==> src/sv/hrarg_pkg.sv <==
// hrarg_pkg: shared types, constants and register codes for the heart-rate report gate
// depends on nothing; used by the channel interfaces, the window unit and the top level
`timescale 1ns / 1ps

package hrarg_pkg;

  localparam int WINDOW_SIZE = 5;
  localparam int SUM_W       = $clog2(WINDOW_SIZE * 255 + 1);
  localparam int POS_W       = (WINDOW_SIZE > 1) ? $clog2(WINDOW_SIZE) : 1;

  // floor(sum / WINDOW_SIZE) as (sum * RECIP) >> RECIP_SHIFT, exact for sums below 2^12
  localparam int RECIP_SHIFT = 16;
  localparam int RECIP       = ((1 << RECIP_SHIFT) + WINDOW_SIZE - 1) / WINDOW_SIZE;
  localparam int RECIP_W     = RECIP_SHIFT + 1;
  localparam int PROD_W      = SUM_W + RECIP_W;

  localparam int TIME_W  = 32;
  localparam int BPM_W   = 8;
  localparam int CFG_IDX_W  = 3;
  localparam int CFG_DATA_W = 32;

  localparam logic [TIME_W-1:0] EVAL_PERIOD_RST   = 32'd3000;
  localparam logic [TIME_W-1:0] CRIT_INTERVAL_RST = 32'd10000;
  localparam logic [TIME_W-1:0] NORM_INTERVAL_RST = 32'd300000;
  localparam logic [BPM_W-1:0]  THRESHOLD_RST     = 8'd20;
  localparam logic              CRIT_MODE_RST     = 1'b1;

  localparam int FLAG_WIDE_BIT = 0;

  typedef enum logic [CFG_IDX_W-1:0] {
    CFG_CRITICAL_MODE    = 3'd0,
    CFG_EVALUATE_PERIOD  = 3'd1,
    CFG_CRITICAL_INTERVAL = 3'd2,
    CFG_NORMAL_INTERVAL  = 3'd3,
    CFG_CHANGE_THRESHOLD = 3'd4
  } cfg_reg_e;

  typedef enum logic {
    CMD_MEASURE = 1'b0,
    CMD_CLEAR   = 1'b1
  } command_e;

  typedef struct packed {
    logic              command;
    logic [TIME_W-1:0] time_ms;
    logic [7:0]        format_flags;
    logic [7:0]        value_low;
    logic [7:0]        value_high;
  } meas_item_t;

  typedef struct packed {
    logic [BPM_W-1:0] average_bpm;
    logic             alert_flags;
  } report_item_t;

  typedef struct packed {
    logic update;
    logic clear;
  } win_ctrl_t;

endpackage

==> src/sv/hrarg_intf.sv <==
// hrarg channel interfaces: measurement input, report output and register write
// depends on hrarg_pkg for the payload types and widths
`timescale 1ns / 1ps

interface hrarg_meas_if;
  logic                  valid;
  logic                  ready;
  hrarg_pkg::meas_item_t data;
  modport source (output valid, output data, input ready);
  modport sink (input valid, input data, output ready);
endinterface

interface hrarg_report_if;
  logic                    valid;
  logic                    ready;
  hrarg_pkg::report_item_t data;
  modport source (output valid, output data, input ready);
  modport sink (input valid, input data, output ready);
endinterface

interface hrarg_cfg_if;
  logic                                valid;
  logic                                ready;
  logic [hrarg_pkg::CFG_IDX_W-1:0]     index;
  logic [hrarg_pkg::CFG_DATA_W-1:0]    wdata;
  modport source (output valid, output index, output wdata, input ready);
  modport sink (input valid, input index, input wdata, output ready);
endinterface

==> src/sv/hrarg_window.sv <==
// hrarg_window: ring of recent heart-rate values with running sum and floor average
// depends on hrarg_pkg for window size, widths and the control struct
`timescale 1ns / 1ps

module hrarg_window (
  input  logic                        clk_i,
  input  logic                        rst_ni,
  input  hrarg_pkg::win_ctrl_t        ctrl_i,
  input  logic [hrarg_pkg::BPM_W-1:0] bpm_i,
  output logic [hrarg_pkg::BPM_W-1:0] avg_o
);

  logic [hrarg_pkg::BPM_W-1:0]  hist_q [hrarg_pkg::WINDOW_SIZE];
  logic [hrarg_pkg::POS_W-1:0]  pos_q, pos_d;
  logic [hrarg_pkg::SUM_W-1:0]  sum_q, sum_d;
  logic [hrarg_pkg::PROD_W-1:0] prod;

  assign sum_d = sum_q - hrarg_pkg::SUM_W'(hist_q[pos_q]) + hrarg_pkg::SUM_W'(bpm_i);
  assign pos_d = (pos_q == hrarg_pkg::POS_W'(hrarg_pkg::WINDOW_SIZE - 1))
               ? '0 : pos_q + 1'b1;

  // average of the window after this value is added
  assign prod  = hrarg_pkg::PROD_W'(sum_d) * hrarg_pkg::PROD_W'(hrarg_pkg::RECIP);
  assign avg_o = prod[hrarg_pkg::RECIP_SHIFT +: hrarg_pkg::BPM_W];

  always_ff @(posedge clk_i or negedge rst_ni) begin
    if (!rst_ni) begin
      for (int i = 0; i < hrarg_pkg::WINDOW_SIZE; i++) begin
        hist_q[i] <= '0;
      end
      pos_q <= '0;
      sum_q <= '0;
    end else if (ctrl_i.clear) begin
      for (int i = 0; i < hrarg_pkg::WINDOW_SIZE; i++) begin
        hist_q[i] <= '0;
      end
      sum_q <= '0;
    end else if (ctrl_i.update) begin
      hist_q[pos_q] <= bpm_i;
      sum_q         <= sum_d;
      pos_q         <= pos_d;
    end
  end

endmodule

==> src/sv/heart_rate_average_report_gate_core.sv <==
// heart_rate_average_report_gate_core: top level of the heart-rate average report gate
// depends on hrarg_pkg, the hrarg channel interfaces and hrarg_window
`timescale 1ns / 1ps

// Usage:
// meas_i takes one measurement or clear transaction per cycle (valid/ready).
// report_o carries the average and alert flag when a report is due.
// cfg_i writes one register per transaction and is always ready; writes to an
// index past the register list are dropped. Write registers only while idle.
// An accepted transaction is captured in an input register and then evaluated;
// its report is registered in the result register, which drives report_o,
// once that register is free. Throughput is one transaction per cycle while
// the receiver does not stall; ring update and evaluation sit in between.
// A transaction that yields no report still passes through the result stage.
// If the receiver stalls, the report is held and the input register fills;
// meas_i then drops ready until the report is taken.
// Reset clears the ring, the sum, all time stamps and the last sent average,
// and loads the register defaults (critical mode on, 3000 ms evaluation
// period, 10000 / 300000 ms send intervals, threshold 20).

module heart_rate_average_report_gate_core (
  input  logic                   clk_i,
  input  logic                   rst_ni,
  hrarg_meas_if.sink             meas_i,
  hrarg_report_if.source         report_o,
  hrarg_cfg_if.sink              cfg_i
);

  // configuration registers
  logic                               crit_mode_q;
  logic [hrarg_pkg::TIME_W-1:0]       eval_period_q;
  logic [hrarg_pkg::TIME_W-1:0]       crit_interval_q;
  logic [hrarg_pkg::TIME_W-1:0]       norm_interval_q;
  logic [hrarg_pkg::BPM_W-1:0]        threshold_q;

  // input stage
  logic                               in_vld_q;
  hrarg_pkg::meas_item_t              in_item_q;

  // result stage
  logic                               out_vld_q, out_vld_d;
  hrarg_pkg::report_item_t            out_item_q, out_item_d;

  // evaluation state
  logic [hrarg_pkg::TIME_W-1:0]       last_eval_q, last_send_q;
  logic [hrarg_pkg::BPM_W-1:0]        last_sent_q;

  logic                               adv;
  logic                               is_measure;
  logic                               is_clear;
  logic [hrarg_pkg::BPM_W-1:0]        bpm;
  logic [hrarg_pkg::BPM_W-1:0]        avg;
  logic [hrarg_pkg::BPM_W-1:0]        diff;
  logic [hrarg_pkg::TIME_W-1:0]       interval;
  logic [hrarg_pkg::TIME_W-1:0]       since_eval, since_send;
  logic                               do_eval;
  logic                               do_send;
  hrarg_pkg::win_ctrl_t               win_ctrl;

  assign cfg_i.ready = 1'b1;

  always_ff @(posedge clk_i or negedge rst_ni) begin
    if (!rst_ni) begin
      crit_mode_q     <= hrarg_pkg::CRIT_MODE_RST;
      eval_period_q   <= hrarg_pkg::EVAL_PERIOD_RST;
      crit_interval_q <= hrarg_pkg::CRIT_INTERVAL_RST;
      norm_interval_q <= hrarg_pkg::NORM_INTERVAL_RST;
      threshold_q     <= hrarg_pkg::THRESHOLD_RST;
    end else if (cfg_i.valid) begin
      case (hrarg_pkg::cfg_reg_e'(cfg_i.index))
        hrarg_pkg::CFG_CRITICAL_MODE:     crit_mode_q     <= cfg_i.wdata[0];
        hrarg_pkg::CFG_EVALUATE_PERIOD:   eval_period_q   <= cfg_i.wdata;
        hrarg_pkg::CFG_CRITICAL_INTERVAL: crit_interval_q <= cfg_i.wdata;
        hrarg_pkg::CFG_NORMAL_INTERVAL:   norm_interval_q <= cfg_i.wdata;
        hrarg_pkg::CFG_CHANGE_THRESHOLD:  threshold_q <= cfg_i.wdata[hrarg_pkg::BPM_W-1:0];
        default: ;
      endcase
    end
  end

  // handshake
  assign adv          = in_vld_q && (!out_vld_q || report_o.ready);
  assign meas_i.ready = !in_vld_q || adv;

  always_ff @(posedge clk_i or negedge rst_ni) begin
    if (!rst_ni) begin
      in_vld_q <= 1'b0;
    end else if (meas_i.ready) begin
      in_vld_q <= meas_i.valid;
    end
  end

  always_ff @(posedge clk_i) begin
    if (meas_i.valid && meas_i.ready) begin
      in_item_q <= meas_i.data;
    end
  end

  assign is_measure = adv && (in_item_q.command == hrarg_pkg::CMD_MEASURE);
  assign is_clear   = adv && (in_item_q.command == hrarg_pkg::CMD_CLEAR);

  // 16-bit values saturate at 255
  always_comb begin
    if (in_item_q.format_flags[hrarg_pkg::FLAG_WIDE_BIT] && (in_item_q.value_high != 8'd0)) begin
      bpm = '1;
    end else begin
      bpm = in_item_q.value_low;
    end
  end

  assign win_ctrl = '{update: is_measure, clear: is_clear};

  hrarg_window u_window (
    .clk_i  (clk_i),
    .rst_ni (rst_ni),
    .ctrl_i (win_ctrl),
    .bpm_i  (bpm),
    .avg_o  (avg)
  );

  assign since_eval = in_item_q.time_ms - last_eval_q;
  assign since_send = in_item_q.time_ms - last_send_q;
  assign interval   = crit_mode_q ? crit_interval_q : norm_interval_q;
  assign diff       = (avg > last_sent_q) ? avg - last_sent_q : last_sent_q - avg;
  assign do_eval    = is_measure && (since_eval >= eval_period_q);
  assign do_send    = do_eval && ((since_send > interval) || (diff > threshold_q));

  always_comb begin
    out_vld_d  = out_vld_q;
    out_item_d = out_item_q;
    if (adv) begin
      out_vld_d = do_send;
      if (do_send) begin
        out_item_d.average_bpm = avg;
        out_item_d.alert_flags = crit_mode_q;
      end
    end else if (report_o.ready) begin
      out_vld_d = 1'b0;
    end
  end

  always_ff @(posedge clk_i or negedge rst_ni) begin
    if (!rst_ni) begin
      out_vld_q   <= 1'b0;
      last_eval_q <= '0;
      last_send_q <= '0;
      last_sent_q <= '0;
    end else begin
      out_vld_q <= out_vld_d;
      if (do_eval) begin
        last_eval_q <= in_item_q.time_ms;
      end
      if (do_send) begin
        last_send_q <= in_item_q.time_ms;
        last_sent_q <= avg;
      end
    end
  end

  always_ff @(posedge clk_i) begin
    out_item_q <= out_item_d;
  end

  assign report_o.valid = out_vld_q;
  assign report_o.data  = out_item_q;

  // a new report only follows an evaluated measurement
  a_report_from_measure: assert property (@(posedge clk_i) disable iff (!rst_ni)
    $rose(out_vld_q) |-> $past(is_measure))
    else $error("report raised without a measurement");

  // send time moves only together with a pending report
  a_send_time_with_report: assert property (@(posedge clk_i) disable iff (!rst_ni)
    !$stable(last_send_q) |-> out_vld_q)
    else $error("send time changed without a report");

  // a pending report always carries the last sent average
  a_report_matches_last: assert property (@(posedge clk_i) disable iff (!rst_ni)
    out_vld_q |-> (out_item_q.average_bpm == last_sent_q))
    else $error("pending report differs from last sent average");

endmodule

==> src/flat_wrapper.sv <==
// flat-port wrapper written by rule: the top's interface ports become plain ports
module heart_rate_average_report_gate_core_flat 
  (clk_i, rst_ni, meas_i_valid, meas_i_data, meas_i_ready, report_o_valid, report_o_data, report_o_ready, cfg_i_valid, cfg_i_index, cfg_i_wdata, cfg_i_ready);
  hrarg_meas_if meas_i_i ();
  hrarg_report_if report_o_i ();
  hrarg_cfg_if cfg_i_i ();
  input  logic clk_i;
  input  logic rst_ni;
  input wire logic [$bits(meas_i_i.valid)-1:0] meas_i_valid;
  input wire logic [$bits(meas_i_i.data)-1:0] meas_i_data;
  output wire logic [$bits(meas_i_i.ready)-1:0] meas_i_ready;
  output wire logic [$bits(report_o_i.valid)-1:0] report_o_valid;
  output wire logic [$bits(report_o_i.data)-1:0] report_o_data;
  input wire logic [$bits(report_o_i.ready)-1:0] report_o_ready;
  input wire logic [$bits(cfg_i_i.valid)-1:0] cfg_i_valid;
  input wire logic [$bits(cfg_i_i.index)-1:0] cfg_i_index;
  input wire logic [$bits(cfg_i_i.wdata)-1:0] cfg_i_wdata;
  output wire logic [$bits(cfg_i_i.ready)-1:0] cfg_i_ready;
  assign meas_i_i.valid = meas_i_valid;
  assign meas_i_i.data = meas_i_data;
  assign meas_i_ready = meas_i_i.ready;
  assign report_o_valid = report_o_i.valid;
  assign report_o_data = report_o_i.data;
  assign report_o_i.ready = report_o_ready;
  assign cfg_i_i.valid = cfg_i_valid;
  assign cfg_i_i.index = cfg_i_index;
  assign cfg_i_i.wdata = cfg_i_wdata;
  assign cfg_i_ready = cfg_i_i.ready;
  heart_rate_average_report_gate_core u_core (.clk_i(clk_i), .rst_ni(rst_ni), .meas_i(meas_i_i), .report_o(report_o_i), .cfg_i(cfg_i_i));
endmodule
==> config.mk <==
export PLATFORM = sky130hd
export DESIGN_NAME = heart_rate_average_report_gate_core_flat
export DESIGN_NICKNAME = d
export VERILOG_FILES = /design/src/sv/hrarg_pkg.sv /design/src/sv/hrarg_intf.sv /design/src/sv/hrarg_window.sv /design/src/sv/heart_rate_average_report_gate_core.sv /design/src/flat_wrapper.sv
export SDC_FILE = /design/constraint.sdc
export NUM_CORES = 1
export LEC_CHECK = 0
export BUFFER_PORTS_ARGS = -buffer_cell sky130_fd_sc_hd__buf_2
export CAP_MARGIN = 20
export CORE_ASPECT_RATIO = 1.4
export CORE_MARGIN = 3
export CORE_UTILIZATION = 57
export DETAILED_ROUTE_END_ITERATION = 7
export MAX_ROUTING_LAYER = met4
export PLACE_DENSITY = 0.86
export SLEW_MARGIN = 15
export SYNTH_ARGS = -nofsm -noshare
export SYNTH_HDL_FRONTEND = slang
export SYNTH_SLANG_ARGS = --single-unit
==> constraint.sdc <==
create_clock -name clk_i -period 11.24 [get_ports clk_i]
set_input_delay 1.686 -clock clk_i [delete_from_list [all_inputs] [get_ports clk_i]]
set_output_delay 1.686 -clock clk_i [all_outputs]
set_load 0.005 [all_outputs]
### Word-level counts from Yosys, hierarchy flattened

Index checks and enable logic that the tools add are counted.
W data, S select, Z words.

| word-level totals | value |
|---|---|
| flip-flop bits (word level) | 292 |
| output and inout bits | 12 |
| bits of input ports | 97 |
| word-level logic and storage cells | 86 |

| operators by class | value |
|---|---|
| bitwise gates (word level) | 3 |
| equality and inequality tests | 5 |
| add/subtract/negate cells | 7 |
| multipliers | 1 |
| $lt $le $gt $ge | 6 |
| reduce and logical (&&, ||, !) cells | 24 |
| mux-type cells | 16 |

Operators with widths:

| operator | number |
|---|---|
| $mux W40 | 2 |
| $sub A32 B32 Y32 | 2 |
| $bwmux W40 | 1 |
| $mux W8 | 5 |
| $ge A32 B32 Y1 | 1 |
| $gt A32 B32 Y1 | 1 |
| $mux W32 | 1 |
| $bmux W8 S3 | 1 |
| $demux W8 S3 | 1 |
| $mul A11 B12 Y22 const B | 1 |
| $mux W11 | 2 |
| $gt A8 B8 Y1 | 2 |
| $sub A8 B8 Y8 | 2 |
| $reduce_and A2 Y1 | 7 |
| $add A11 B8 Y11 | 1 |
| $sub A11 B8 Y11 | 1 |
| $logic_and A1 B1 Y1 | 8 |
| $reduce_bool A8 Y1 | 1 |
| $eq A3 B2 Y1 const B | 2 |
| $eq A3 B3 Y1 const B | 2 |
| $ge A4 B4 Y1 const B | 1 |
| $lt A4 B1 Y1 const B | 1 |
| $not A3 Y4 | 1 |
| $reduce_bool A2 Y1 | 2 |
| other kinds (8) | 13 |

### Longest topological paths before layout

| depth | value |
|---|---|
| depth after elaboration | 13 |
| gate-level depth with buffers | 52 |
| mapped depth without buffers | 48 |

### Cells and area by module

Synthesis repeated with hierarchy kept, for this count alone.

| unflattened totals | value |
|---|---|
| cells, all modules | 1861 |
| area total of the unflattened synthesis | 19543.7 um^2 |

By module, submodules not included:

| module | cells an instance | seq. area each (um^2) | area an instance (um^2) | instances |
|---|---|---|---|---|
| heart_rate_average_report_gate_core | 1313 | 6279.8 | 14350.0 | 1 |
| hrarg_window | 548 | 1351.3 | 5193.7 | 1 |

### Least setup slack after synthesis

OpenSTA, ideal clock, no wires.

| timing path | value |
|---|---|
| path kind | reg2reg |
| start point | reg u_core.u_window.pos_q[1] (netlist bit) |
| end point | reg u_core.out_item_q, in the netlist u_core.report_o.data[0] (enable) |
| setup time | 0.329 ns |
| arrival time | 10.504 ns |
| buffers on the path | 4 |
| data required time | 10.911 ns |
| clock period less this slack | 10.833 ns |
| slack | 0.407 ns |
| cell stages (with the launch flop) | 47 |
| path through | dfrtp_1 clkbuf_1 buf_1 mux2i_1 nor2_1 a21oi_1 o22ai_1 fa_1 inv_1 ha_1 a21oi_1 o2111ai_1 a31o_2 a21oi_1 xnor2_1 xor2_1 fa_1 inv_1 [... 11 more ...] fa_1 nand2b_1 a21oi_1 o31ai_1 a21oi_2 mux2_2 and3_1 nor4_1 nor2_1 xor2_1 ha_1 nand3_1 o21ai_0 o21ai_0 a21o_1 buf_6 buf_8 inv_1 |

| on the way | value |
|---|---|
| cells in the longest elaborated chain, start to end | 13 |
| elaborated cells between the ends (all ways) | 15 |
| those cells by class | add/sub (4); mul (1); order compare (2); mux (4); bitwise (1); reduce/logical (3) |

RTL lines:

| element | RTL line | source |
|---|---|---|
| start, declared | hrarg_window.sv:14 | `logic [hrarg_pkg::POS_W-1:0] pos_q, pos_d;` |
| start signal, assigned | hrarg_window.sv:41 | `pos_q <= pos_d;` |
| $not A3 Y4 (not written as such) (*) | hrarg_window.sv:18 | `assign sum_d = sum_q - hrarg_pkg::SUM_W'(hist_q[pos_q]) + hrarg_pkg::SUM_W'(bpm_i);` |
| $bmux W8 S3 (*) | hrarg_window.sv:18 |  |
| $mux W8 (not written as such) (*) (2 in series) | hrarg_window.sv:18 |  |
| $sub A11 B8 Y11 (*) | hrarg_window.sv:18 |  |
| $add A11 B8 Y11 (*) | hrarg_window.sv:18 |  |
| $mul A11 B12 Y22 (*) | hrarg_window.sv:23 | `assign prod = hrarg_pkg::PROD_W'(sum_d) * hrarg_pkg::PROD_W'(hrarg_pkg::RECIP);` |
| named net u_core.avg, one bit | heart_rate_average_report_gate_core.sv:52 | `logic [hrarg_pkg::BPM_W-1:0] avg;` |
| $sub A8 B8 Y8 or $gt A8 B8 Y1 (tied branches) | heart_rate_average_report_gate_core.sv:124 | `assign diff = (avg > last_sent_q) ? avg - last_sent_q : last_sent_q - avg;` |
| $mux W8 (*) | heart_rate_average_report_gate_core.sv:124 |  |
| $gt A8 B8 Y1 (*) | heart_rate_average_report_gate_core.sv:126 | `assign do_send = do_eval && ((since_send > interval) \|\| (diff > threshold_q));` |
| $logic_or A1 B1 Y1 (*) | heart_rate_average_report_gate_core.sv:126 |  |
| $logic_and A1 B1 Y1 (*) | heart_rate_average_report_gate_core.sv:126 |  |
| $reduce_and A2 Y1 (no source line) (*) | n/a |  |
| end signal, assigned | heart_rate_average_report_gate_core.sv:161 | `out_item_q <= out_item_d;` |
| end, declared | heart_rate_average_report_gate_core.sv:42 | `hrarg_pkg::report_item_t out_item_q, out_item_d;` |

The timed path passes the listed nets; every way through them passes the cells marked *. The select of a mux whose other input is x is not followed.
A chain may end at the register's enable or synchronous reset.

### Final worst setup path

| timing path | value |
|---|---|
| start point | reg u_core.u_window.pos_q[1] (netlist bit) |
| end point | reg u_core.last_send_q[19] (netlist bit) |

| on the way | value |
|---|---|
| cells in the longest elaborated chain, start to end | 12 |
| elaborated cells between the ends (all ways) | 14 |
| those cells by class | add/sub (4); mul (1); order compare (2); mux (4); bitwise (1); reduce/logical (2) |

RTL lines:

| element | RTL line | source |
|---|---|---|
| $not A3 Y4 (not written as such) (*) | hrarg_window.sv:18 |  |
| $bmux W8 S3 (*) | hrarg_window.sv:18 |  |
| $mux W8 (not written as such) (*) (2 in series) | hrarg_window.sv:18 |  |
| $sub A11 B8 Y11 (*) | hrarg_window.sv:18 |  |
| $add A11 B8 Y11 (*) | hrarg_window.sv:18 |  |
| $mul A11 B12 Y22 (*) | hrarg_window.sv:23 |  |
| named net u_core.avg, one bit | heart_rate_average_report_gate_core.sv:52 |  |
| $sub A8 B8 Y8 or $gt A8 B8 Y1 (tied branches) | heart_rate_average_report_gate_core.sv:124 |  |
| $mux W8 (*) | heart_rate_average_report_gate_core.sv:124 |  |
| $gt A8 B8 Y1 (*) | heart_rate_average_report_gate_core.sv:126 |  |
| $logic_or A1 B1 Y1 (*) | heart_rate_average_report_gate_core.sv:126 |  |
| $logic_and A1 B1 Y1 (*) | heart_rate_average_report_gate_core.sv:126 |  |
| end signal, assigned | heart_rate_average_report_gate_core.sv:154 | `last_send_q <= in_item_q.time_ms;` |
| end, declared | heart_rate_average_report_gate_core.sv:45 | `logic [hrarg_pkg::TIME_W-1:0] last_eval_q, last_send_q;` |

Marks and branches as above.

==> impl_metrics.toml <==
[outcome]
status = "complete, but fails checks"
failed_checks = "negative setup slack"

[timing]
worst-slew-pin-transition_ns = 0.981
finalHoldViolations = 0
report.final.setup_viol = 7
totalNegativeSetupSlack_ns = -0.0203
achievable-frequency_mhz = 88.9
skew_ns = 0.0189
post-route-min-period_ns = 11.25
timing.slew.headroom_pct = 34.5
setup_slack_ns = -0.00528
final.period_utilization_pct = 100
final_max_slew_viol_count = 0

[cells_and_area]
syn2layout_area_growth_pct = 13.7
most_common_library_cell_in_the_layout_ignoring_fill_and_taps = "sky130_fd_sc_hd__inv_1"
fillers = 2378
share_of_final_layout_standard_cells_stronger_than_drive_strength_1_pct = 21.3
leading_cell_types_in_the_layout_fill_and_taps_excluded = "sky130_fd_sc_hd__inv_1, sky130_fd_sc_hd__ha_1, sky130_fd_sc_hd__dfrtp_1, sky130_fd_sc_hd__nand2_1, sky130_fd_sc_hd__o21ai_0"
number_of_nets_in_the_layout = 2394
layoutNonFillerInstCount = 2507

[critical_path]
worst_setup_path_start_kind = "flip-flop"
critPathArrivalTime_ns = 11.70
required_time_of_the_critical_path_ns = 11.70
r2r-start = "u_core.u_window.pos_q[1]$_DFFE_PN0P_"
cell_seen_most_often_among_critical_path_stages = "sky130_fd_sc_hd__ha_1"
worst_r2r_path_depth = 51
critPathMaxStageDelay_ns = 0.52
ff2ff_setup_slack_ns = -0.005
critical_path.endpoint_type = "flip-flop"
timing.critical_path.buf_inv = 12
critPathKind = "flip-flop to flip-flop"
critical_path.slowest_cell = "sky130_fd_sc_hd__fa_1"
worstPathMaxFanout = 9
path_delay_family = "adder cells"
critical_path_cell_count = 51
critical_path.reg2reg.endpoint = "u_core.last_send_q[19]$_DFFE_PN0P_"

[clock_tree]
worst_setup_hold_path_clk_slew_ns = 0.07
cts_h_tree_depth = 1
cts_root_buffer = "sky130_fd_sc_hd__clkbuf_16"
cts_num_sinks = 292
tritoncts = "built"
holdBufCountCts = 0
worst_skew_pair.late_latency_ns = 0.59
tritoncts.num_buffers = 31
max-clock-path-buffers = 3

[global_route]
grt_max_degree = 93
grt_pass1_wl_um = 74900
first_global_vias = 15500
gr-usage-all-layers_pct = 26.1
antenna_violations_before_repair = 6
overflow = 0

[place]
place_inst = 2429
hpwlAfterDp_um = 34000
rd_place_congestion = 0.964
port_buffers = 100

[synth]
synth-async-reset-ratio_pct = 79.8
cells_after_synth = 1881
synth_top_cell_by_area = "sky130_fd_sc_hd__dfrtp_1"
synthesis.area_um2 = 19500
synth.yosys.seq_area_share_pct = 39.2
yosys.cell_types.count = 76
synth_top_cell_area_share_pct = 27.0
post_synth.cell_area_avg_um2 = 10.3
synth_top_flop_cell = "sky130_fd_sc_hd__dfrtp_1"
syn_nets = 2243
netlist_top_cells_area = "sky130_fd_sc_hd__dfrtp_1, sky130_fd_sc_hd__ha_1, sky130_fd_sc_hd__edfxtp_1"
edff_count_synth = 59
ys_warn_count = 0
postSynthRegisterBits = 292

[route]
detailroute.via_count = 14900
drt_pass1_iterations = 6
route.detailed.drc = 0
wl_per_cell_um = 18.9
postRouteAntennaNets = 0
wl_um = 47400
route.detailed.vias_per_inst = 5.92
drt_iter0_markers = 1027

[hold_path]
hold_depth = 2
worstHoldStart = "u_core.u_window.hist_q[11]$_DFFE_PN0P_"
worstHoldPathType = "flip-flop to flip-flop"
hold_path_end = "u_core.u_window.hist_q[11]$_DFFE_PN0P_"

[die]
floorplan.initialDensity_pct = 58.1
floorplan_core_area_um2 = 33500
fp.dieArea_um2 = 36400
die_h_um = 225
pin_count = 109
placementRows = 79
floorplan.die.width_um = 162

[job]
cap_violations = 0
[cell families (layout without fill, tap and decap cells)]
logic type | count (synthesis) | in the layout | share of synthesized area [%]
xor+xnor | 79 | 79 | 3.56
mux | 187 | 187 | 11.1
other cells | 1 | 7 | 0.0193
compound gates | 395 | 395 | 12.5
flops | 292 | 292 | 39.2
simple gates | 383 | 383 | 9.12
buf+inv | 279 | 454 | 5.75
fa+ha+maj | 265 | 265 | 18.7
[sequential cells by signal, indices dropped and copies added (netlist names)]
register	count
u_core.eval_period_q	32
u_core.norm_interval_q	32
u_core.crit_mode_q	1
u_core.threshold_q	8
u_core.u_window.pos_q	3
u_core.last_sent_q	8
u_core.report_o.data	9
u_core.report_o.valid	1
u_core.in_vld_q	1
u_core.last_eval_q	32
u_core.crit_interval_q	32
u_core.last_send_q	32
u_core.u_window.sum_q	11
u_core.u_window.hist_q	40
u_core.in_item_q	50
[worst max path at each step]
stage	from	to
finish	u_core.u_window.pos_q[1]$_DFFE_PN0P_	u_core.last_send_q[19]$_DFFE_PN0P_
global route	u_core.in_item_q[1]$_DFFE_PP_	u_core.last_send_q[23]$_DFFE_PN0P_
CTS	u_core.u_window.pos_q[1]$_DFFE_PN0P_	u_core.report_o.data[6]$_DFFE_PP_
detailed placement	u_core.u_window.pos_q[1]$_DFFE_PN0P_	u_core.report_o.data[6]$_DFFE_PP_
global placement	u_core.u_window.pos_q[1]$_DFFE_PN0P_	u_core.report_o.data[7]$_DFFE_PP_
floorplan	u_core.u_window.pos_q[1]$_DFFE_PN0P_	u_core.report_o.data[0]$_DFFE_PP_
[routing by layer]
metal	up-vias	global-route usage, %	routed length [um]
met2	543	47.1	24800
met5	-	-	0
met3	188	3.65	2540
met4	0	12.7	2620
li1	6860	-	-
met1	7260	28.0	17400
[area by class of cell]
cell class	instances	area (um^2)	area share (%)
Multi-Input combinational cell	1310	10900	49.5
Sequential cell	292	7630	34.5
Timing Repair Buffer	163	1100	4.97
Inverter	234	878	3.97
Clock buffer	40	850	3.84
Tap cell	445	557	2.52
Clock inverter	17	151	0.684
Antenna cell	6	15.0	0.0679
[repair_timing]
action,CTS,global route
gates resized for setup,5,51
buffers inserted,1,11
setup endpoints to repair,44,50
pin swaps,1,18
gates cloned,0,1
[metrics by stage]
stage / utilization [%] / cell area [um^2] / setup slack (ns) / hold WS [ns]
6_report: 66.0 / 22100 / -0.00528 / 0.481
5_1_grt: 66.0 / 22100 / -0.527 / 0.502
4_1_cts: 64.9 / 21700 / 0.00661 / 0.483
3_5_place_dp: 61.8 / 20700 / -0.0950 / 0.470
3_3_place_gp: 61.8 / 20700 / 0.141 / 0.460
2_1_floorplan: - / 19500 / 0.407 / 0.442
[synth_stat cells (all sizes together), types with 5 or more instances]
cell and count:
a211oi 6, clkbuf 32, buf 13, nor2b 23, fa 43, dfstp 23, xnor2 56, nor3 16
a22oi 8, and3 11, nor2 87, o22ai 14, ha 222, or2 6, a211o 5, and2 7
dfrtp 210, a31o 5, mux2 135, o31ai 6, mux2i 52, nand4 19, a21oi 97, xor2 23
nand2b 13, a21o 33, o211ai 12, o21a 21, o21bai 8, nand3 28, o21ai 140, nor4 5
or3 9, a2111oi 5, inv 234, edfxtp 59, nand2 149
[tightest hold or removal path: stages (launching register included)]
cell                      delay [ns]
sky130_fd_sc_hd__dfrtp_1        0.34
sky130_fd_sc_hd__nand2_1        0.04
sky130_fd_sc_hd__o21ai_0        0.06
Power is left out: the tool's default activity adds up to more than one toggle a clock period on the data nets, which glitch-free logic cannot reach.
